$ cat config.mk
export PLATFORM = sky130hd
export DESIGN_NAME = imgc_mac
export DESIGN_NICKNAME = d
export VERILOG_FILES = /design/src/design/imgc_pkg.sv /design/src/design/imgc_mac.sv
export SDC_FILE = /design/constraint.sdc
export NUM_CORES = 1
export LEC_CHECK = 0
export BUFFER_PORTS_ARGS = -buffer_cell sky130_fd_sc_hd__buf_4
export CORE_UTILIZATION = 58
export DETAILED_ROUTE_END_ITERATION = 10
export PLACE_DENSITY = 0.79
export SYNTH_ARGS = -nofsm -noshare
export SYNTH_HDL_FRONTEND = slang
export SYNTH_SLANG_ARGS = --single-unit
$ cat constraint.sdc
create_clock -name clock -period 5.02 [get_ports clock]
set_clock_uncertainty 0.15 [all_clocks]
set_input_delay 0.502 -clock clock [delete_from_list [all_inputs] [get_ports clock]]
set_output_delay 0.502 -clock clock [all_outputs]
set_load 0.02 [all_outputs]
$ cat src/design/imgc_pkg.sv
// Package for the 3x3 clamped image convolution block.
// Holds shared widths, codes, control structs and the sequencer state type.
// No dependencies.
`timescale 1ns / 1ps
`default_nettype none

package imgc_pkg;

   localparam int COORD_W    = 14;
   localparam int POS_W      = 7;
   localparam int PIXEL_W    = 8;
   localparam int WEIGHT_W   = 16;
   localparam int FRAC_W     = 12;
   localparam int COEF_TAPS  = 3;
   localparam int TAP_IDX_W  = 2;
   localparam int PROD_W     = PIXEL_W + 1 + WEIGHT_W;
   localparam int ACC_W      = 28;
   localparam int CSR_DATA_W = 48;
   localparam int CSR_IDX_W  = 3;
   localparam int OFFSET_W   = 2;
   localparam int REQ_DATA_W = 24;

   localparam int DEF_FRAME_COLS  = 128;
   localparam int DEF_FRAME_ROWS  = 128;
   localparam int DEF_KERNEL_SIZE = 3;

   localparam logic ACT_WRITE  = 1'b0;
   localparam logic ACT_FILTER = 1'b1;

   localparam logic [CSR_IDX_W-1:0] CSR_COEF_0     = 3'd0;
   localparam logic [CSR_IDX_W-1:0] CSR_COEF_1     = 3'd1;
   localparam logic [CSR_IDX_W-1:0] CSR_COEF_2     = 3'd2;
   localparam logic [CSR_IDX_W-1:0] CSR_OFFSET_COL = 3'd3;
   localparam logic [CSR_IDX_W-1:0] CSR_OFFSET_ROW = 3'd4;

   localparam logic [CSR_DATA_W-1:0] COEF_0_RESET = 48'h0;
   localparam logic [CSR_DATA_W-1:0] COEF_1_RESET = 48'h0000_1000_0000;
   localparam logic [CSR_DATA_W-1:0] COEF_2_RESET = 48'h0;
   localparam logic [OFFSET_W-1:0]   OFFSET_RESET = 2'd1;

   typedef logic [COEF_TAPS-1:0][COEF_TAPS-1:0][WEIGHT_W-1:0] coef_bank_type;

   typedef struct packed {
      logic                       clear;
      logic                       centre;
      logic                       tap;
      logic                       use_centre;
      logic signed [WEIGHT_W-1:0] weight;
   } tap_ctl_type;

   typedef struct packed {
      logic load;
      logic zero;
   } rsp_ctl_type;

   typedef enum logic [2:0] {
      ST_IDLE,
      ST_CENTRE,
      ST_TAPS,
      ST_DRAIN,
      ST_FINISH
   } ctrl_state_type;

endpackage

`default_nettype wire

$ cat src/design/imgc_mac.sv
// Multiply-accumulate datapath: weights each returned tap, sums in Q.12 and clamps.
// Depends on imgc_pkg.
`timescale 1ns / 1ps
`default_nettype none

module imgc_mac
   import imgc_pkg::*;
(
   input  wire logic               clock,
   input  wire logic               reset,
   input  wire tap_ctl_type        tap_ctl,
   input  wire logic [PIXEL_W-1:0] rd_data,
   output logic                    busy,
   output logic      [PIXEL_W-1:0] filtered
);

   logic        [PIXEL_W-1:0] centre_ff;
   logic signed [PROD_W-1:0]  prod_ff;
   logic signed [PROD_W-1:0]  prod_in;
   logic                      prod_vld_ff;
   logic signed [ACC_W-1:0]   acc_ff;
   logic        [PIXEL_W-1:0] pix;
   logic        [ACC_W-FRAC_W-1:0] whole;

   always_comb begin
      pix     = tap_ctl.use_centre ? centre_ff : rd_data;
      prod_in = PROD_W'(signed'({1'b0, pix}) * tap_ctl.weight);
   end

   always_ff @(posedge clock) begin
      if (tap_ctl.centre) begin
         centre_ff <= rd_data;
      end
      prod_ff <= prod_in;
   end

   always_ff @(posedge clock) begin
      if (reset) begin
         prod_vld_ff <= 1'b0;
         acc_ff      <= '0;
      end else begin
         prod_vld_ff <= tap_ctl.tap;
         if (tap_ctl.clear) begin
            acc_ff <= '0;
         end else if (prod_vld_ff) begin
            acc_ff <= acc_ff + ACC_W'(prod_ff);
         end
      end
   end

   always_comb begin
      whole = acc_ff[ACC_W-1:FRAC_W];
      if (acc_ff[ACC_W-1]) begin
         filtered = '0;
      end else if (whole > (ACC_W-FRAC_W)'(255)) begin
         filtered = '1;
      end else begin
         filtered = whole[PIXEL_W-1:0];
      end
   end

   assign busy = prod_vld_ff;

endmodule

`default_nettype wire

---- After elaboration in Yosys (flattened, before gate mapping) ----
Index checks and enable logic that the tools add are counted.
word-level totals
  register bits ........................... 62
  bits in latches ......................... 0
  RAM bits ................................ 0
  memory bits (read-only) ................. 0
  input port bits ......................... 30
  logic and storage cells ................. 11
  memories ................................ 0
operators by class
  add/subtract/negate cells ............... 1
  multiply operators ...................... 1
  div/mod/pow operators ................... 0
  order comparisons ....................... 1
  equality and inequality tests ........... 0
  shifts and indexed selects .............. 0
  mux-type cells .......................... 3
  bitwise logic cells ..................... 0
  reduce and logical (&&, ||, !) cells .... 1
operator list
  kind                                                                   number
  28-bit by 25-bit adder with 28-bit output                              1
  9-bit by 16-bit multiplier with 25-bit output                          1
  8-bit 2-to-1 mux                                                       3
  16-bit by 8-bit > comparator with 1-bit output, second input constant  1
  2-bit OR reduction                                                     1

---- Logic depth before layout (Yosys ltp) ----
  word-level depth ........................ 3
  depth in mapped cells ................... 21
  depth with buffers taken out ............ 19

---- Worst setup path before layout ----
Ideal clock, no wire load.
  path kind ............................... input to register
  start ................................... input tap_ctl[16] in the netlist's numbering
  end ..................................... register prod_ff[22]
  library setup time ...................... 127 ps
  data arrival time ....................... 5184 ps
  required time ........................... 4743 ps
  slack ................................... -441 ps
  stages on the path ...................... 19
  path buffers ............................ 2
  cell sequence ........................... clkbuf_1 mux2_2 clkbuf_1 and2_1 fa_1 fa_1 fa_1 inv_1 fa_1 inv_1 ha_1 a21o_1 a21oi_1 o211ai_1 nand3_1 a21oi_1 a21oi_1 o21ai_0 xor2_1
between the ends
  cells in the longest elaborated chain, start to end .. 2
ends and longest elaborated chain
  item                                           line            text
  start: declaration                             imgc_mac.sv:11  input wire tap_ctl_type tap_ctl,
  8-bit 2-to-1 mux                               imgc_mac.sv:26  pix = tap_ctl.use_centre ? centre_ff : rd_data;
  9-bit by 16-bit multiplier with 25-bit output  imgc_mac.sv:27  prod_in = PROD_W'(signed'({1'b0, pix}) * tap_ctl.weight);
  named net prod_in[22]                          imgc_mac.sv:19  logic signed [PROD_W-1:0] prod_in;
  end signal: assignment                         imgc_mac.sv:34  prod_ff <= prod_in;
  end: declaration                               imgc_mac.sv:18  logic signed [PROD_W-1:0] prod_ff;
The timed path passes the listed nets, and every way through them passes these cells.
A chain may end at the register's enable or synchronous reset.

---- Final worst setup path ----
  start ................................... input tap_ctl[16] in the netlist's numbering
  end ..................................... register prod_ff[23]
The elaborated chain is that of the path after synthesis.

==> metrics.md <==
| Metric | Value |
|---|---|
| Vias | `6,236` |
| Period utilization | `0.963` |
| Internal power | `0.00342 W` |
| MaxCap Viol Count | `0` |
| Fin worst setup slack | `0.187 ns` |
| Yosys warning count | `0` |
| Final net count | `1,215` |
| Count leader, synth | `inv_1` |
| Final setup violation count | `0` |
| Grt ovf | `0` |
| Synth cell types | `56` |
| Post-synth top area share | `0.258` |
| Clock H-tree levels | `3` |
| Dpl ws | `-0.238 ns` |
| Synth Flop Type | `dfxtp_1` |
| Area contributors post-synth | `fa_1, dfxtp_1, ha_1, inv_1, nand2_1` |
| Sum of negative setup slack | `0 ns` |
| CTS Root Cell | `clkbuf_16` |
| Top-level I/O count | `39` |
| DR WL/cell | `14.0 um` |
| Max-slew headroom | `0.520` |
| Antenna Nets Post-Route | `0` |
| Core area | `13,300 sq um` |
| Sw frac | `0.440` |
| Max incr delay on CP | `0.56 ns` |
| Crit path launch type | `input pin` |
| Final Slew Violations | `0` |
| Worst-Margin Slew | `0.717 ns` |
| Synth-to-Final Area Change | `17.3%` |
| Leak Pwr | `4.67 nW` |
| Initial drt markers | `305` |
| Power Density | `652 nW/um^2` |
| Initial antenna violation count | `0` |
| Top achievable clock speed | `207 MHz` |
| Placer Congestion | `0.927` |
| Die Y | `119 um` |
| Crit-path slowest cell | `fa_1` |
| Initial DRT Pass Iterations | `5` |
| Crit path DAT | `4.90 ns` |
| Required time worst endpoint | `5.09 ns` |
| Dominant cell type by area after synthesis | `fa_1` |
| Synthesized flop and latch total | `62` |
| N_diodes | `0` |
| Initial core utilization | `0.599` |
| Status | `finished clean` |
| Synth Cell Area | `7990 sq um` |
| Critical path's most frequent cell | `fa_1` |
| Die width | `119 um` |
| Syn Area/Cell | `8.74 sq um` |
| EDFF count, synth | `8` |
| Cts hold-fix bufs | `0` |
| Tmin final | `4.83 ns` |
| Clk slew on worst S/H paths | `0.05 ns` |
| Logic pwr share | `0.775` |
| Peak VDD IR | `0.357 mV` |
| Synth cell count leaders | `inv_1, fa_1, nand2_1` |
| All-layer global routing usage | `0.255` |
| Final hold vios | `0` |
| Total CTS buffers | `9` |
| Clock power share | `0.103` |
| Detailed Place HPWL | `13,600 um` |
| Post-synthesis sequential area ratio | `0.165` |
| Crit path cell chain | `buf_4, mux2_4, and2_1, fa_1, fa_1, fa_1, inv_1, fa_1, inv_1, ha_4, o21ai_0, nand2b_1, a21oi_1, a21o_1, o31a_1, o311ai_1, a21oi_1, xnor2_1` |
| Crit path kind | `input pin to flip-flop` |
| Sw Pwr | `0.00269 W` |
| Clock Tree Buf Depth | `2` |
| DR vias/cell | `5.26` |
| Die ar. | `14,200 sq um` |
| CTS Sinks | `62` |
| First-pass GRT wire length | `29,100 um` |
| Post-DP Area | `8990 sq um` |
| Max FO, Critical Path | `10` |
| Row cnt | `42` |
| Syn Inst Count | `914` |
| Vias in the first global route | `6,459` |
| Largest net degree at the start of global routing | `22` |
| Share of layout cells above drive strength 1 | `0.161` |
| DRC viols | `0` |
| Routed WL | `16,600 um` |
| Synth async-reset ratio | `0` |
| Hold crit path type | `input pin to flip-flop` |
| Clock latency on the worst-skew pair | `0.34 ns` |
| Syn_nets | `1,124` |
| Crit. End Element | `flip-flop` |
| Port bufs | `38` |
| Seq pwr share | `0.122` |
| CTS tree | `yes` |
| Finished Cell Area | `9370 sq um` |
## registers in the layout, summed over array words and instances, names as in the netlist
| register | flops |
|---|---|
| acc_ff | 28 |
| busy | 1 |
| centre_ff | 8 |
| prod_ff | 25 |
## power by group through the flow
stage	logic, W	clock network [W]	registers [W]
floorplan	0.00326	0	0.000724
global placement	0.00441	0	0.000751
detailed placement	0.00454	0	0.000750
CTS	0.00458	0.000643	0.000742
global route	0.00533	0.000665	0.000753
finish	0.00473	0.000629	0.000744
## logic make-up after synthesis
kind of cell,share of synthesized area
buffers and inverters,0.0871
AOI/OAI and AO/OA,0.129
xor gates and xnor gates,0.0515
DFF,0.165
muxes,0.0260
and+or+nand+nor,0.162
adders and majority gates,0.379
## final cells by class
class | instances | area (sq um)
multi-input combinational | 667 | 6150
fill | 1045 | 3980
sequential | 62 | 1320
timing repair buffer | 101 | 758
inverter | 164 | 616
clock buffer | 12 | 267
tap | 176 | 220
clock inverter | 3 | 42.5
## final timing paths
path,slack (ns),cells after the start,from,endpoint
worst max-delay path,0.19,18,tap_ctl[16],prod_ff[23]$_DFF_P_
worst min-delay path,0.20,1,rd_data[2],centre_ff[2]$_DFFE_PP_
worst max register to register,0.19,17,centre_ff[5]$_DFFE_PP_,prod_ff[23]$_DFF_P_
worst min register to register,0.33,2,acc_ff[25]$_SDFFE_PP0P_,acc_ff[25]$_SDFFE_PP0P_
## cells in the final DEF, fill, tap and decap left out, drive strengths merged, types with 7 or more instances in the layout
cell type / count
nor2b: 36
inv: 164
nor3: 18
and2: 45
a21oi: 48
nand2: 93
nand3: 7
a21o: 20
mux2i: 14
nand2b: 8
clkbuf: 12
ha: 77
fa: 103
dfxtp: 54
edfxtp: 8
xor2: 15
o21ai: 42
xnor2: 32
buf: 101
a211oi: 9
nor2: 39
## stage by stage
| step | hold WS (ns) | instances | util | power, W |
|---|---|---|---|---|
| after floorplan | 0.290 | 914 | - | 0.00398 |
| after global placement | 0.306 | 1169 | 0.674 | 0.00516 |
| after detailed placement | 0.320 | 1169 | 0.674 | 0.00529 |
| after CTS | 0.186 | 1184 | 0.697 | 0.00597 |
| after global routing | 0.184 | 1185 | 0.702 | 0.00675 |
| final | 0.198 | 1185 | 0.702 | 0.00611 |
## critical path, delay by kind of cell
family                   cells  cell delay (ns)
adder cells (fa/ha/maj)      5             2.32
AO/OA/AOI/OAI                6             1.03
multiplexers                 1             0.36
AND/OR/NAND/NOR              2             0.29
buffers and inverters        3             0.26
XOR/XNOR                     1             0.13
## routing by layer
layer,vias to the layer above,track usage,share of wire
li1,3122,-,-
met1,2974,0.337,0.48
met2,120,0.430,0.48
met3,20,0.0441,0.031
met4,0,0.0734,0.012
met5,-,0,0
## what timing repair did
item,4_1_cts,5_1_grt
setup endpoints to repair,0,7
setup buffers,0,1
gates resized for setup,0,15
Note: power is estimated with default switching activity, not from simulation.
