$ cat src/design/imgc_pkg.sv
// Package for the 3x3 clamped image convolution block.
// Holds shared widths, codes, control structs and the sequencer state type.
// No dependencies.
`timescale 1ns / 1ps
`default_nettype none

package imgc_pkg;

   localparam int COORD_W    = 14;
   localparam int POS_W      = 7;
   localparam int PIXEL_W    = 8;
   localparam int WEIGHT_W   = 16;
   localparam int FRAC_W     = 12;
   localparam int COEF_TAPS  = 3;
   localparam int TAP_IDX_W  = 2;
   localparam int PROD_W     = PIXEL_W + 1 + WEIGHT_W;
   localparam int ACC_W      = 28;
   localparam int CSR_DATA_W = 48;
   localparam int CSR_IDX_W  = 3;
   localparam int OFFSET_W   = 2;
   localparam int REQ_DATA_W = 24;

   localparam int DEF_FRAME_COLS  = 128;
   localparam int DEF_FRAME_ROWS  = 128;
   localparam int DEF_KERNEL_SIZE = 3;

   localparam logic ACT_WRITE  = 1'b0;
   localparam logic ACT_FILTER = 1'b1;

   localparam logic [CSR_IDX_W-1:0] CSR_COEF_0     = 3'd0;
   localparam logic [CSR_IDX_W-1:0] CSR_COEF_1     = 3'd1;
   localparam logic [CSR_IDX_W-1:0] CSR_COEF_2     = 3'd2;
   localparam logic [CSR_IDX_W-1:0] CSR_OFFSET_COL = 3'd3;
   localparam logic [CSR_IDX_W-1:0] CSR_OFFSET_ROW = 3'd4;

   localparam logic [CSR_DATA_W-1:0] COEF_0_RESET = 48'h0;
   localparam logic [CSR_DATA_W-1:0] COEF_1_RESET = 48'h0000_1000_0000;
   localparam logic [CSR_DATA_W-1:0] COEF_2_RESET = 48'h0;
   localparam logic [OFFSET_W-1:0]   OFFSET_RESET = 2'd1;

   typedef logic [COEF_TAPS-1:0][COEF_TAPS-1:0][WEIGHT_W-1:0] coef_bank_type;

   typedef struct packed {
      logic                       clear;
      logic                       centre;
      logic                       tap;
      logic                       use_centre;
      logic signed [WEIGHT_W-1:0] weight;
   } tap_ctl_type;

   typedef struct packed {
      logic load;
      logic zero;
   } rsp_ctl_type;

   typedef enum logic [2:0] {
      ST_IDLE,
      ST_CENTRE,
      ST_TAPS,
      ST_DRAIN,
      ST_FINISH
   } ctrl_state_type;

endpackage

`default_nettype wire

$ cat src/design/imgc_filter_ctrl.sv
// Sequencer: stores pixels, walks the kernel taps through the frame memory read
// port and hands tap controls to the datapath. Depends on imgc_pkg.
`timescale 1ns / 1ps
`default_nettype none

module imgc_filter_ctrl
   import imgc_pkg::*;
#(
   parameter int FRAME_COLS  = DEF_FRAME_COLS,
   parameter int FRAME_ROWS  = DEF_FRAME_ROWS,
   parameter int KERNEL_SIZE = DEF_KERNEL_SIZE
) (
   input  wire logic                                       clock,
   input  wire logic                                       reset,
   input  wire logic                                       req_valid,
   output logic                                            req_ready,
   input  wire logic                                       req_action,
   input  wire logic [POS_W-1:0]                           req_col,
   input  wire logic [POS_W-1:0]                           req_row,
   input  wire logic [PIXEL_W-1:0]                         req_pixel,
   input  wire coef_bank_type                              coef,
   input  wire logic [OFFSET_W-1:0]                        offset_col,
   input  wire logic [OFFSET_W-1:0]                        offset_row,
   input  wire logic                                       mac_busy,
   input  wire logic                                       rsp_free,
   output rsp_ctl_type                                     rsp_ctl,
   output tap_ctl_type                                     tap_ctl,
   output logic                                            wr_en,
   output logic [$clog2(FRAME_COLS*FRAME_ROWS)-1:0]        wr_addr,
   output logic [PIXEL_W-1:0]                              wr_data,
   output logic                                            rd_en,
   output logic [$clog2(FRAME_COLS*FRAME_ROWS)-1:0]        rd_addr
);

   localparam int AddrW = $clog2(FRAME_COLS * FRAME_ROWS);
   localparam int WideW = 2 * COORD_W;

   function automatic logic [AddrW-1:0] addr_of(logic [COORD_W-1:0] c,
                                                logic [COORD_W-1:0] r);
      logic [WideW-1:0] w;
      w = WideW'(r) * WideW'(FRAME_COLS) + WideW'(c);
      return w[AddrW-1:0];
   endfunction

   ctrl_state_type           state_ff, state_in;
   logic [POS_W-1:0]         col_ff, col_in;
   logic [POS_W-1:0]         row_ff, row_in;
   logic [TAP_IDX_W-1:0]     i_ff, i_in;
   logic [TAP_IDX_W-1:0]     j_ff, j_in;
   logic                     zero_ff, zero_in;
   tap_ctl_type              tap_ff, tap_in;
   logic                     accept;
   logic                     in_frame;
   logic signed [COORD_W-1:0] tc;
   logic signed [COORD_W-1:0] tr;
   logic                     tap_in_frame;
   logic                     last_tap;

   always_ff @(posedge clock) begin
      if (reset) begin
         state_ff <= ST_IDLE;
         zero_ff  <= 1'b0;
         tap_ff   <= '0;
      end else begin
         state_ff <= state_in;
         zero_ff  <= zero_in;
         tap_ff   <= tap_in;
      end
   end

   always_ff @(posedge clock) begin
      col_ff <= col_in;
      row_ff <= row_in;
      i_ff   <= i_in;
      j_ff   <= j_in;
   end

   always_comb begin
      in_frame = (COORD_W'(req_col) < COORD_W'(FRAME_COLS))
              && (COORD_W'(req_row) < COORD_W'(FRAME_ROWS));
      tc = signed'(COORD_W'(col_ff)) - signed'(COORD_W'(offset_col))
         + signed'(COORD_W'(i_ff));
      tr = signed'(COORD_W'(row_ff)) - signed'(COORD_W'(offset_row))
         + signed'(COORD_W'(j_ff));
      tap_in_frame = (tc >= 0) && (tc < signed'(COORD_W'(FRAME_COLS)))
                  && (tr >= 0) && (tr < signed'(COORD_W'(FRAME_ROWS)));
      last_tap = (i_ff == TAP_IDX_W'(KERNEL_SIZE - 1))
              && (j_ff == TAP_IDX_W'(KERNEL_SIZE - 1));
   end

   always_comb begin
      state_in  = state_ff;
      col_in    = col_ff;
      row_in    = row_ff;
      i_in      = i_ff;
      j_in      = j_ff;
      zero_in   = zero_ff;
      tap_in    = '0;
      req_ready = 1'b0;
      accept    = 1'b0;
      wr_en     = 1'b0;
      wr_addr   = addr_of(COORD_W'(req_col), COORD_W'(req_row));
      wr_data   = req_pixel;
      rd_en     = 1'b0;
      rd_addr   = addr_of(COORD_W'(col_ff), COORD_W'(row_ff));
      rsp_ctl   = '0;
      case (state_ff)
         ST_IDLE: begin
            req_ready = 1'b1;
            accept    = req_valid;
            if (accept) begin
               col_in = req_col;
               row_in = req_row;
               if (req_action == ACT_WRITE) begin
                  wr_en = in_frame;
               end else if (in_frame) begin
                  state_in = ST_CENTRE;
               end else begin
                  zero_in  = 1'b1;
                  state_in = ST_FINISH;
               end
            end
         end
         ST_CENTRE: begin
            rd_en        = 1'b1;
            tap_in.clear = 1'b1;
            tap_in.centre = 1'b1;
            zero_in      = 1'b0;
            i_in         = '0;
            j_in         = '0;
            state_in     = ST_TAPS;
         end
         ST_TAPS: begin
            rd_en             = tap_in_frame;
            rd_addr           = addr_of(tc, tr);
            tap_in.tap        = 1'b1;
            tap_in.use_centre = !tap_in_frame;
            tap_in.weight     = signed'(coef[i_ff][j_ff]);
            if (last_tap) begin
               state_in = ST_DRAIN;
            end else if (j_ff == TAP_IDX_W'(KERNEL_SIZE - 1)) begin
               j_in = '0;
               i_in = i_ff + 1'b1;
            end else begin
               j_in = j_ff + 1'b1;
            end
         end
         ST_DRAIN: begin
            if (!tap_ff.tap && !mac_busy) begin
               state_in = ST_FINISH;
            end
         end
         ST_FINISH: begin
            if (rsp_free) begin
               rsp_ctl.load = 1'b1;
               rsp_ctl.zero = zero_ff;
               zero_in      = 1'b0;
               state_in     = ST_IDLE;
            end
         end
         default: begin
            state_in = ST_IDLE;
         end
      endcase
   end

   assign tap_ctl = tap_ff;

endmodule

`default_nettype wire

$ cat config.mk
export PLATFORM = sky130hd
export DESIGN_NAME = imgc_filter_ctrl
export DESIGN_NICKNAME = d
export VERILOG_FILES = /design/src/design/imgc_pkg.sv /design/src/design/imgc_filter_ctrl.sv
export SDC_FILE = /design/constraint.sdc
export NUM_CORES = 1
export LEC_CHECK = 0
export CAP_MARGIN = 25
export CORE_AREA = 2 2 91 93
export DETAILED_ROUTE_END_ITERATION = 8
export DIE_AREA = 0 0 93 95
export DONT_BUFFER_PORTS = 1
export GPL_ROUTABILITY_DRIVEN = 1
export GPL_TIMING_DRIVEN = 0
export MAX_ROUTING_LAYER = met4
export PLACE_DENSITY = 0.68
export SLEW_MARGIN = 20
export SYNTH_ARGS = -nofsm -noshare
export SYNTH_HDL_FRONTEND = slang
export SYNTH_SLANG_ARGS = --single-unit
$ cat constraint.sdc
create_clock -name clock -period 4.9 [get_ports clock]
set_input_delay 0.735 -clock clock [delete_from_list [all_inputs] [get_ports clock]]
set_output_delay 0.735 -clock clock [all_outputs]
set_load 0.03 [all_outputs]
---- Word level (Yosys, flattened, before mapping) ----
Index checks and enable logic that the tools add are counted.
storage, ports and cells
  bits in registers ....................... 42
  latch bits .............................. 0
  RAM bits ................................ 0
  memory bits (read-only) ................. 0
  input bits .............................. 176
  output and inout bits ................... 61
  logic and storage cells ................. 85
  memories kept ........................... 0
operators by class
  add/sub/neg operators ................... 9
  $mul .................................... 0
  divide/modulo/power cells ............... 0
  magnitude comparators ................... 6
  eq/ne operators ......................... 13
  shift operators ......................... 0
  muxes and demuxes ....................... 28
  bitwise gates (word level) .............. 1
  reduce and logical (&&, ||, !) cells .... 17
operator list
  cell                                                  number
  binary-select mux 48 bit (select 2 bit)               1
  2-to-1 mux 48 bit                                     1
  binary-select mux 16 bit (select 2 bit)               1
  adder 14 x 7 -> 14 bit                                2
  adder 8 x 3 -> 9 bit                                  2
  >= comparator 9 x 1 -> 1 bit (second input constant)  2
  < comparator 9 bit (second input constant)            2
  2-to-1 mux 18 bit                                     1
  2-to-1 mux 16 bit                                     1
  subtractor 7 x 2 -> 8 bit                             2
  2-to-1 mux 3 bit                                      5
  case mux 3 bit (5 select lines)                       1
  adder 14 bit                                          1
  2-to-1 mux 14 bit                                     1
  2-to-1 mux 2 bit                                      7
  inequality test 2 bit (second input constant)         7
  case mux 2 bit (2 select lines)                       2
  equality test 3 x 2 -> 1 bit (second input constant)  2
  < comparator 2 x 3 -> 1 bit (second input constant)   2
  AND reduction 2 bit                                   3
  logical AND 1 bit                                     5
  2-to-1 mux 1 bit                                      5
  AND reduction 5 bit                                   1
  adder 2 x 1 -> 2 bit (second input constant)          2
  10 further kinds                                      15

---- Depth between registers and ports, before layout ----
  word-level depth ........................ 8
  depth in mapped cells ................... 19
  depth with buffers taken out ............ 19

---- Worst setup path before layout ----
Ideal clock, no wire load.
  path type ............................... in2out
  start point ............................. input port offset_col[0]
  end point ............................... output port rd_addr[11]
  arrival time ............................ 3974 ps
  required time ........................... 4165 ps
  path slack .............................. 191 ps
  cell stages on the path ................. 16
  path buffers ............................ 0
  cell sequence ........................... ha_1 > inv_1 > fa_1 > ha_1 > a21oi_1 > nor2_1 > o21ai_1 > or3_1 > nand2_1 > ha_1 > ha_1 > o22ai_1 > and3_1 > a221oi_1 > xor2_1 > o21ai_1
on the way
  longest elaborated chain between the ends .. 4
ends and longest elaborated chain
  element                    RTL line                 text
  from (decl)                imgc_filter_ctrl.sv:22   input wire logic [OFFSET_W-1:0] offset_col,
  subtractor 7 x 2 -> 8 bit  imgc_filter_ctrl.sv:81   tc = signed'(COORD_W'(col_ff)) - signed'(COORD_W'(offset_col))
  adder 8 x 3 -> 9 bit       imgc_filter_ctrl.sv:82   + signed'(COORD_W'(i_ff));
  adder 14 bit               imgc_filter_ctrl.sv:41   w = WideW'(r) * WideW'(FRAME_COLS) + WideW'(c);
  2-to-1 mux 14 bit          imgc_filter_ctrl.sv:107  case (state_ff)
  to (decl)                  imgc_filter_ctrl.sv:32   output logic [$clog2(FRAME_COLS*FRAME_ROWS)-1:0] rd_addr
No other way between the ends.

---- Worst setup path after layout ----
  start point ............................. register row_ff[0]
  end point ............................... output port rd_addr[13]
on the way
  longest elaborated chain between the ends .. 4
  elaborated cells between the ends (all ways) .. 5
  classes of those cells .................. 4 x add/sub; 1 x mux
ends and longest elaborated chain
  element                    RTL line                 text
  from (decl)                imgc_filter_ctrl.sv:47   logic [POS_W-1:0] row_ff, row_in;
  from (signal assigned)     imgc_filter_ctrl.sv:73   row_ff <= row_in;
  subtractor 7 x 2 -> 8 bit  imgc_filter_ctrl.sv:83   tr = signed'(COORD_W'(row_ff)) - signed'(COORD_W'(offset_row))
  adder 8 x 3 -> 9 bit       imgc_filter_ctrl.sv:84   + signed'(COORD_W'(j_ff));
  adder 14 bit               imgc_filter_ctrl.sv:41
  2-to-1 mux 14 bit (*)      imgc_filter_ctrl.sv:107
Every way passes the cells marked *; elsewhere a longest branch is shown, timed or not.

==> run metrics <==
die height=95 um; worst setup margin=0.167 ns; top-area cell type share of the netlist area=13.1%; Root Driver=clkbuf_8; DRC=0; IO buf count=0; initial DRC count=253; die area=8840 um^2; first-pass GRT wire length=18700 um; Worst Setup SP=row_ff[0]; Hold Path Sink=state_ff[2]; worst reg2reg path depth=11; Total Wirelength=12600 um; RR Endpoint=tap_ctl[16]; Synth Area in Compound Gates=16.8%; ys flop type=dfxtp_1; Simple-Gate Fraction of Synth Area=18.8%; synthesized area=4120 um^2; Post-synth EDFFs=18; top cells by count, synth=nor2_1, nand2_1, a21oi_1; minimum clock period=4.73 ns; Finished Layout Cells=571; ANT nets after route=0; xor and xnor area share after synthesis=6.11%; crit path DAT=4.00 ns; cts hold-fix bufs=0; CTS Buffer Depth=2; fin crit share=96.6%; initial antenna violation count=4; num rows=33; post-synthesis cell type count=68; outcome=finished clean; maximum VDD drop=100 uV; worst slew pin tran=1.04 ns; largest cells by area after synthesis=edfxtp_1, dfxtp_1, mux4_2, ha_1, mux2i_1; worst skew pair latency=0.31 ns; syn nets=648; Leak=0.00165 uW; CTS tree=done; Slew HR=30.2%; area grow syn2layout=9.27%; ys async rst share=0%; GRT Total Usage=28.8%; cell total after placement=557; CTS Buf Count=5; H-tree level count=2; layout cells sized above 1=26.4%; cell family with most CP delay=adder cells; critical path class=reg2out; Adder-Cell Fraction of Synth Area=6.81%; FF-to-FF setup slack=2.32 ns; RSZ-0062 raised after global routing=true; Power Density=238 nW/um^2; max incr delay on CP=0.48 ns; WL/cell=22.1 um; flops & latches, synth=40; final setup violation count=0; vias per cell=6.23; CP Capture Type=output port; worst-path maximum fanout=4; Initial Util=51.9%; Buf/Inv on CP=3; reg2reg start=row_ff[0]; MaxCap Viol Count=0; total clock sinks=40; Final nets=657; Placer Congestion=0.945; CP startpoint kind=flip-flop; worst-path cell chain=inv_1 > ha_1 > inv_1 > fa_2 > fa_2 > and2_2 > o21ai_2 > xor2_1 > ha_2 > inv_1 > o2111a_1 > a2111oi_4 > o22a_2 > nor4_1 > nand3b_1; Setup WS pre-CTS=-0.151 ns; Syn. warnings=0; register area share after synthesis=23.8%; worst hold path startpoint=reset; combinational family with the most area after synthesis=simple AND/OR/NAND/NOR gates; die width=93 um; Hold Crit Depth=1; clk slew on worst S/H paths=0.09 ns; final hold vios=0; cell accounting for the most synthesized area=edfxtp_1; max-slew violation count=0; largest net degree at the start of global routing=16; mean cell area of the mapped netlist=9.10 um^2; DP HPWL=10400 um; Final Core Density=56.7%; Layout Skew=0.00922 ns; Via Count=3555; Max Freq=211 MHz; cell mode on critical path=inv_1; cells after synthesis=452; slowest cell on the critical path=fa_2; Core Box Area=7930 um^2; Worst Hold Class=in2reg; vias in the first global route=3520; most frequent cell after synthesis=nor2_1; detailed-router iteration count before antenna repair=4; Ports=237; Required @ worst endpoint=4.16 ns; mux share of post-synthesis cell area=17.8%; GRT Residual Overflow=0
==> how the worst max path moves through the flow <==
stage,endpoint,slack [ns],cells after the start
finish,rd_addr[13],0.17,15
global route,rd_addr[13],-0.04,15
CTS,rd_addr[13],0.02,19
detailed placement,rd_addr[11],-0.15,16
global placement,rd_addr[11],-0.08,16
floorplan,rd_addr[11],0.19,16
==> cells by family (layout without fill, tap and decap cells) <==
kind of cell | after synthesis | count (layout)
mux | 51 | 51
flops | 40 | 40
xor+xnor | 27 | 27
compound gates | 99 | 99
simple gates | 146 | 146
fa+ha+maj | 20 | 20
other cells | 1 | 5
buf+inv | 68 | 78
==> power breakdown <==
| part | internal, uW | switching, uW | leakage (uW) |
|---|---|---|---|
| clock | 114 | 129 | 0.0000435 |
| sequential | 365 | 18.0 | 0.000351 |
| combinational | 186 | 260 | 0.00126 |
==> stage by stage <==
stage	TNS (ns)	total power (uW)	hold slack [ns]	area [um^2]
finish	0	1070	0.484	4500
global route	-0.0385	1130	0.482	4500
CTS	0	1040	0.481	4370
detailed placement	-0.209	796	0.556	4250
global placement	-0.0765	790	0.543	4250
floorplan	0	728	0.502	4120
==> registers in the layout, indices dropped and copies added (netlist names) <==
signal,count
col_ff,7
row_ff,7
j_ff,2
i_ff,2
state_ff,3
tap_ctl,19
==> metal layers <==
layer | track usage [%] | vias to the layer above | routed length [um]
met5 | - | - | 0
li1 | - | 1659 | -
met3 | 4.63 | 32 | 784
met2 | 50.2 | 169 | 6530
met4 | 14.3 | 0 | 520
met1 | 32.2 | 1695 | 4760
==> cell usage in the layout, fill, tap and decap left out, types with 17 or more instances in the layout <==
master	Yosys	final
xnor2_1	19	18
edfxtp_1	18	18
a21oi_1	26	25
buf_4	24	26
nor2_1	37	36
nand2_1	34	33
and2_1	17	17
mux2i_1	19	19
o22ai_1	18	17
dfxtp_1	22	22
==> repair_timing <==
| item | CTS | global route |
|---|---|---|
| endpoints found under the setup margin | 2 | 5 |
| gates resized for setup | 6 | 19 |
| pin swaps | 0 | 4 |
| buffers inserted | 1 | 1 |
==> final cells by class <==
| cell class | instances | area [um^2] |
|---|---|---|
| fillers | 734 | 3430 |
| multi-input cells | 344 | 2860 |
| flip-flops and latches | 40 | 981 |
| plain buffers | 54 | 350 |
| well taps | 105 | 131 |
| clock buffers | 6 | 82.6 |
| inverters | 14 | 52.6 |
| clock inverters | 2 | 15.0 |
| repair buffers | 2 | 15.0 |
| diodes | 4 | 10.0 |
(Power assumes the default switching activity.)
